$ cat src/rtl/core/smes_pkg.sv
// ----------------------------------------------------------------------------
// smes_pkg
// Types, codes and constants shared by the sparse matrix entry store.
// ----------------------------------------------------------------------------
package smes_pkg;

	localparam int CAPACITY   = 256;
	localparam int ADDR_BITS  = $clog2(CAPACITY);
	localparam int CNT_BITS   = $clog2(CAPACITY + 1);
	localparam int INDEX_BITS = 16;
	localparam int DIM_BITS   = 15;
	localparam int VALUE_BITS = 32;
	localparam int ENTRY_BITS = 2 * INDEX_BITS + VALUE_BITS;

	localparam logic [2:0] ST_INSERTED = 3'd0;
	localparam logic [2:0] ST_REPLACED = 3'd1;
	localparam logic [2:0] ST_REMOVED  = 3'd2;
	localparam logic [2:0] ST_ABSENT   = 3'd3;
	localparam logic [2:0] ST_UNINIT   = 3'd4;
	localparam logic [2:0] ST_BOUND    = 3'd5;
	localparam logic [2:0] ST_NEGATIVE = 3'd6;
	localparam logic [2:0] ST_FULL     = 3'd7;

	localparam logic [1:0] OP_NONE    = 2'd0;
	localparam logic [1:0] OP_INSERT  = 2'd1;
	localparam logic [1:0] OP_REPLACE = 2'd2;
	localparam logic [1:0] OP_REMOVE  = 2'd3;

	localparam logic [1:0] RA_IDX  = 2'd0;
	localparam logic [1:0] RA_NEXT = 2'd1;
	localparam logic [1:0] RA_PREV = 2'd2;

	localparam logic CFG_NUM_ROWS = 1'b0;
	localparam logic CFG_NUM_COLS = 1'b1;

	typedef struct packed {
		logic signed [INDEX_BITS-1:0] row_index;
		logic signed [INDEX_BITS-1:0] col_index;
		logic signed [VALUE_BITS-1:0] entry_value;
	} item_t;

	typedef struct packed {
		logic [2:0]          status;
		logic [CNT_BITS-1:0] position;
		logic [CNT_BITS-1:0] entry_count;
	} result_t;

	typedef struct packed {
		logic       load;
		logic       scan_inc;
		logic       found;
		logic       found_eq;
		logic       decide;
		logic       rd_en;
		logic [1:0] rd_sel;
		logic       wr_shift;
		logic       wr_new;
		logic       idx_inc;
		logic       idx_dec;
		logic       finish;
	} cmd_t;

	typedef struct packed {
		logic       scan_end;
		logic       key_less;
		logic       key_eq;
		logic [1:0] op;
		logic       dn_end;
		logic       up_end;
		logic       out_free;
	} stat_t;

endpackage

$ cat src/rtl/core/smes_ctrl.sv
// ----------------------------------------------------------------------------
// smes_ctrl
// Sequencer: scan for the sorted position, decide, shift and write the table, report.
// ----------------------------------------------------------------------------
module smes_ctrl
	import smes_pkg::*;
(
	input  logic  clk,
	input  logic  arst_n,
	input  logic  in_valid,
	output logic  in_stall,
	input  stat_t st,
	output cmd_t  cmd
);

	localparam logic [3:0] S_IDLE   = 4'd0;
	localparam logic [3:0] S_SCAN   = 4'd1;
	localparam logic [3:0] S_CMP    = 4'd2;
	localparam logic [3:0] S_DECIDE = 4'd3;
	localparam logic [3:0] S_DN_CHK = 4'd4;
	localparam logic [3:0] S_DN_WR  = 4'd5;
	localparam logic [3:0] S_UP_CHK = 4'd6;
	localparam logic [3:0] S_UP_WR  = 4'd7;
	localparam logic [3:0] S_WRVAL  = 4'd8;
	localparam logic [3:0] S_DONE   = 4'd9;

	logic [3:0] state_q;
	logic [3:0] state_d;

	assign in_stall = (state_q != S_IDLE);

	always_comb begin
		state_d = state_q;
		cmd     = '0;
		case (state_q)
			S_IDLE: begin
				if (in_valid) begin
					cmd.load = 1'b1;
					state_d  = S_SCAN;
				end
			end
			S_SCAN: begin
				if (st.scan_end) begin
					cmd.found = 1'b1;
					state_d   = S_DECIDE;
				end else begin
					cmd.rd_en  = 1'b1;
					cmd.rd_sel = RA_IDX;
					state_d    = S_CMP;
				end
			end
			S_CMP: begin
				if (st.key_less) begin
					cmd.scan_inc = 1'b1;
					state_d      = S_SCAN;
				end else begin
					cmd.found    = 1'b1;
					cmd.found_eq = st.key_eq;
					state_d      = S_DECIDE;
				end
			end
			S_DECIDE: begin
				cmd.decide = 1'b1;
				case (st.op)
					OP_REPLACE: state_d = S_WRVAL;
					OP_REMOVE:  state_d = S_DN_CHK;
					OP_INSERT:  state_d = S_UP_CHK;
					default:    state_d = S_DONE;
				endcase
			end
			S_DN_CHK: begin
				if (st.dn_end) begin
					state_d = S_DONE;
				end else begin
					cmd.rd_en  = 1'b1;
					cmd.rd_sel = RA_NEXT;
					state_d    = S_DN_WR;
				end
			end
			S_DN_WR: begin
				cmd.wr_shift = 1'b1;
				cmd.idx_inc  = 1'b1;
				state_d      = S_DN_CHK;
			end
			S_UP_CHK: begin
				if (st.up_end) begin
					state_d = S_WRVAL;
				end else begin
					cmd.rd_en  = 1'b1;
					cmd.rd_sel = RA_PREV;
					state_d    = S_UP_WR;
				end
			end
			S_UP_WR: begin
				cmd.wr_shift = 1'b1;
				cmd.idx_dec  = 1'b1;
				state_d      = S_UP_CHK;
			end
			S_WRVAL: begin
				cmd.wr_new = 1'b1;
				state_d    = S_DONE;
			end
			S_DONE: begin
				if (st.out_free) begin
					cmd.finish = 1'b1;
					state_d    = S_IDLE;
				end
			end
			default: state_d = S_IDLE;
		endcase
	end

	always_ff @(posedge clk or negedge arst_n) begin
		if (!arst_n) begin
			state_q <= S_IDLE;
		end else begin
			state_q <= state_d;
		end
	end

endmodule

$ cat config.mk
export PLATFORM = sky130hd
export DESIGN_NAME = smes_ctrl
export DESIGN_NICKNAME = d
export VERILOG_FILES = /design/src/rtl/core/smes_pkg.sv /design/src/rtl/core/smes_ctrl.sv
export SDC_FILE = /design/constraint.sdc
export NUM_CORES = 1
export LEC_CHECK = 0
export BUFFER_PORTS_ARGS = -buffer_cell sky130_fd_sc_hd__buf_2
export CAP_MARGIN = 10
export CELL_PAD_IN_SITES_DETAIL_PLACEMENT = 1
export CELL_PAD_IN_SITES_GLOBAL_PLACEMENT = 2
export CORE_MARGIN = 4
export CORE_UTILIZATION = 22
export CTS_BUF_LIST = sky130_fd_sc_hd__clkbuf_8
export DETAILED_ROUTE_END_ITERATION = 16
export PLACE_DENSITY_LB_ADDON = 0.1
export SLEW_MARGIN = 20
export SYNTH_ARGS = -nofsm -noshare
export SYNTH_HDL_FRONTEND = slang
export SYNTH_SLANG_ARGS = --single-unit
$ cat constraint.sdc
create_clock -name clk -period 1.8 [get_ports clk]
set_input_delay 0.18 -clock clk [delete_from_list [all_inputs] [get_ports clk]]
set_output_delay 0.18 -clock clk [all_outputs]
set_load 0.05 [all_outputs]
Yosys cells after proc, flatten, opt, wreduce, memory -nomap -nowiden
Cells that the tools add are included.
{"block": "op_classes", "div": 0, "n_eq_ne": 14, "add_sub_neg": 0, "n_lt_le_gt_ge": 0, "shift": 0, "reduce_logical": 4, "n_mux": 27, "n_mul": 0, "bitwise": 0}
{"cell": "$pmux 4 s10", "count": 1}
{"cell": "$eq 4x3->1 const B", "count": 4}
{"cell": "$mux 4", "count": 4}
{"cell": "$mux 1", "count": 14}
{"cell": "$pmux 4 s3", "count": 1}
{"cell": "$mux 3", "count": 3}
{"cell": "$pmux 3 s3", "count": 1}
{"cell": "$eq 4x2->1 const B", "count": 2}
{"cell": "$eq 4x4->1 const B", "count": 2}
{"cell": "$eq 2x2->1 const B", "count": 2}
{"cell": "$eq 4x1->1 const B", "count": 1}
{"cell": "$logic_not 4->1", "count": 1}
{"cell": "$mux 2", "count": 2}
{"cell": "$ne 2x2->1 const B", "count": 2}
{"cell": "$reduce_bool 4->1", "count": 1}
{"cell": "$eq 2x1->1 const B", "count": 1}
{"cell": "$pmux 1 s2", "count": 1}
{"cell": "$reduce_and 2->1", "count": 1}
{"cell": "$reduce_or 2->1", "count": 1}
{"block": "word_totals", "mem_count": 0, "ramBits": 0, "in_bits": 11, "wordCells": 46, "reg_bits": 4, "mem_bits_ro": 0, "latchBits": 0, "output_inout_bits": 14}

Depth between registers and ports, before layout
{"block": "depth", "ltp_word": 3, "mapped_depth": 4, "ltp_nobuf": 3}

Least setup slack after synthesis
No wires, ideal clock.
{"block": "synth_timing", "path_kind": "reg-to-output", "from": "reg state_q[3]", "to": "out cmd[5] in the netlist's numbering", "path_stages_with_launch": 5, "arrival_time_ns": 2.152, "n_path_buf": 1, "t_required_ns": 1.620, "slack_ns": -0.532, "path_cell_list": "dfrtp_1 buf_2 inv_1 nand2_1 nor4_1"}
{"item": "from (decl)", "line": "smes_ctrl.sv:27", "text": "logic [3:0] state_q;"}
{"item": "from (signal assigned)", "line": "smes_ctrl.sv:117", "text": "state_q <= state_d;"}
{"item": "to (decl)", "line": "smes_ctrl.sv:13", "text": "output cmd_t cmd"}

==> metrics.md <==
| Metric | Value |
|---|---|
| Max reg flops | 4 |
| Most common cell after layout, fill and taps aside | buf_2 |
| Worst-Margin Slew | 360 ps |
| H-Tree Depth | 1 |
| Port Buffer Count | 24 |
| Routed Antenna Nets | 0 |
| Vias/cell | 5.04 |
| Wl on met1 | 777 µm |
| Status | finished, final reports clean |
| 1st-iter DRT viols | 5 |
| Worst EP arrival | 1530 ps |
| Hold Startpoint | st[4] |
| Final Hold Fails | 0 |
| Regs by FF count | state_q (4) |
| Worst Path Required | 1620 ps |
| Reg2reg start | state_q[2] |
| Largest net degree at the start of global routing | 14 |
| Distinct cells, synth | 26 |
| Non-filler instance count after layout | 115 |
| Sw Ratio | 55.7% |
| Clock network power share | 15.1% |
| Synth-to-Final Area Change | 60.1% |
| Met2 wire length | 699 µm |
| Fin crit period | 1710 ps |
| Synthesized cell area | 439 µm² |
| Mapped Cells | 62 |
| Syn nets | 73 |
| Die X | 52.7 µm |
| Cell Pwr Density | 1790 nW/µm² |
| Switching power | 703 µW |
| GRT Overall Usage | 13.5% |
| Syn. warnings | 0 |
| Commonest non-fill, non-tap cells in the layout | 20 x buf_2, 6 x nand2_1, 6 x buf_4 |
| Syn Area/Cell | 7.08 µm² |
| Period utilization | 95.1% |
| TritonRoute pass-1 iters | 4 |
| Number of CTS-inserted buffers | 3 |
| CTS tree | built |
| Fmax | 0.584 GHz |
| # nets final | 103 |
| Final GP Congestion | 0.750 |
| Routed len/inst | 14.0 µm |
| Total global routing overflow | 0 |
| WHS | 258 ps |
| Pint | 558 µW |
| Worst setup EP type | output port |
| Final Max Slew Viols | 0 |
| Hold Crit Class | input pin to flop |
| Core area | 1800 µm² |
| Sink Count | 4 |
| Final core occ | 39.0% |
| Ports | 25 |
| Pre-CTS WS | 243 ps |
| Unrepaired setup endpoints after global routing | no |
| Crit Path Class | flop to output port |
| Post-Place Cells | 111 |
| Die area | 2780 µm² |
| Sequential Power Share | 18.3% |
| Vias in the first global route | 619 |
| Longest Clk Path Bufs | 2 |
| Reported leakage power | 0.336 nW |
| Met3 wire length | 107 µm |
| Yosys reg bits | 4 |
| Standard-cell rows | 15 |
| Antenna Cells | 0 |
| Vias | 580 |
| First-pass GRT wire length | 2760 µm |
| Dpl hpwl | 1260 µm |
| # DRC | 0 |
| Sequential area share after synthesis | 22.8% |
| Setup TNS | 0 ps |
| Highest routed layer | met4 |
| Die Y | 52.7 µm |
| Top reg by flops | state_q |
| Initial Util | 24.4% |
| Max-cap violations | 0 |
| CP Launch Type | flop |
| Clock Root Buffer | clkbuf_8 |
| Clock Skews | 3.69 ps |
| Layout cells sized above 1 | 47.8% |
| Clk_lat worst skew | 220 ps |
| Combinational share of power | 66.6% |
| Antenna violations before repair | 0 |
| Max-slew headroom | 75.7% |
| Clk slew on worst S/H paths | 30 ps |
| Setup WS post-layout | 88.7 ps |
| Post-Route WL | 1610 µm |
| Largest fanout on the critical path | 8 |
| Final setup vio count | 0 |
| Maximum VDD drop | 0.619 mV |
| Worst setup path start | state_q[2] |
[path summary, 6_finish.rpt]
| kind | endpoint | slack (ps) | depth (start not counted) |
|---|---|---|---|
| worst max-delay path | cmd[12] | 90 | 3 |
| worst min-delay path | state_q[0] | 260 | 4 |
| worst max register to register | state_q[0] | 440 | 3 |
| worst min register to register | state_q[3] | 630 | 1 |
| max in group asynchronous | state_q[1] | 1360 | 2 |
| min in group asynchronous | state_q[3] | 310 | 2 |
[synth_stat cells]
master | instances | area share, %
nand3b_1 | 1 | 1.7
nor3b_1 | 2 | 3.4
nand2_1 | 7 | 6.0
buf_2 | 4 | 4.6
o21ai_1 | 1 | 1.1
nand2b_1 | 2 | 2.8
and4b_1 | 1 | 2.3
o311ai_0 | 1 | 2.0
nor2_1 | 5 | 4.3
and3_1 | 3 | 4.3
a31oi_1 | 2 | 2.8
mux2i_1 | 1 | 2.3
dfrtp_1 | 4 | 23
a22oi_1 | 2 | 3.4
nor3_1 | 4 | 4.6
or4_4 | 1 | 2.6
a2bb2oi_1 | 1 | 2.0
inv_1 | 4 | 3.4
and4bb_1 | 1 | 2.8
o21ai_0 | 2 | 2.3
nor4_1 | 2 | 2.8
o22ai_1 | 2 | 2.8
o211ai_1 | 1 | 1.7
nor2b_1 | 5 | 7.1
a21oi_1 | 2 | 2.3
a211oi_1 | 1 | 1.7
[power groups by stage]
stage / combinational (mW) / sequential [mW] / clock (mW)
floorplan: 0.669 / 0.164 / 0
global placement: 0.836 / 0.221 / 0
detailed placement: 0.828 / 0.223 / 0
CTS: 0.833 / 0.222 / 0.197
global route: 0.916 / 0.245 / 0.204
finish: 0.840 / 0.231 / 0.191
[logic make-up after synthesis]
logic type	synth area share, %
compound gates	22.2
simple gates	44.7
flops	22.8
buf+inv	7.98
mux	2.28
[area by class of cell]
class / count / area, µm²
fill: 251 / 1100
multi-input combinational: 50 / 342
timing repair buffer: 29 / 170
sequential: 4 / 104
clock buffer: 3 / 41.3
tap: 25 / 31.3
inverter: 4 / 15.0
[worst max-delay path: stages, from the launching register on]
cell      delay [ps]
dfrtp_2          450
or4_4            550
nor2_2            90
clkbuf_4         220
[routing by layer]
layer,vias to the layer above,track usage (%)
met1,265,18.4
li1,289,-
met4,0,6.38
met5,-,0
met2,24,19.8
met3,2,2.85
[per-stage QoR]
stage	cell area, µm²	total power, mW
detailed placement	631	1.05
global route	703	1.36
global placement	631	1.06
CTS	682	1.25
finish	703	1.26
floorplan	469	0.833
[timing repair]
action	CTS	global route
buffers inserted	0	0
endpoints found under the setup margin	0	7
resized for setup	0	11
hold buffers	1	0
endpoints found under the hold margin	4	0
(Power assumes the default switching activity.)
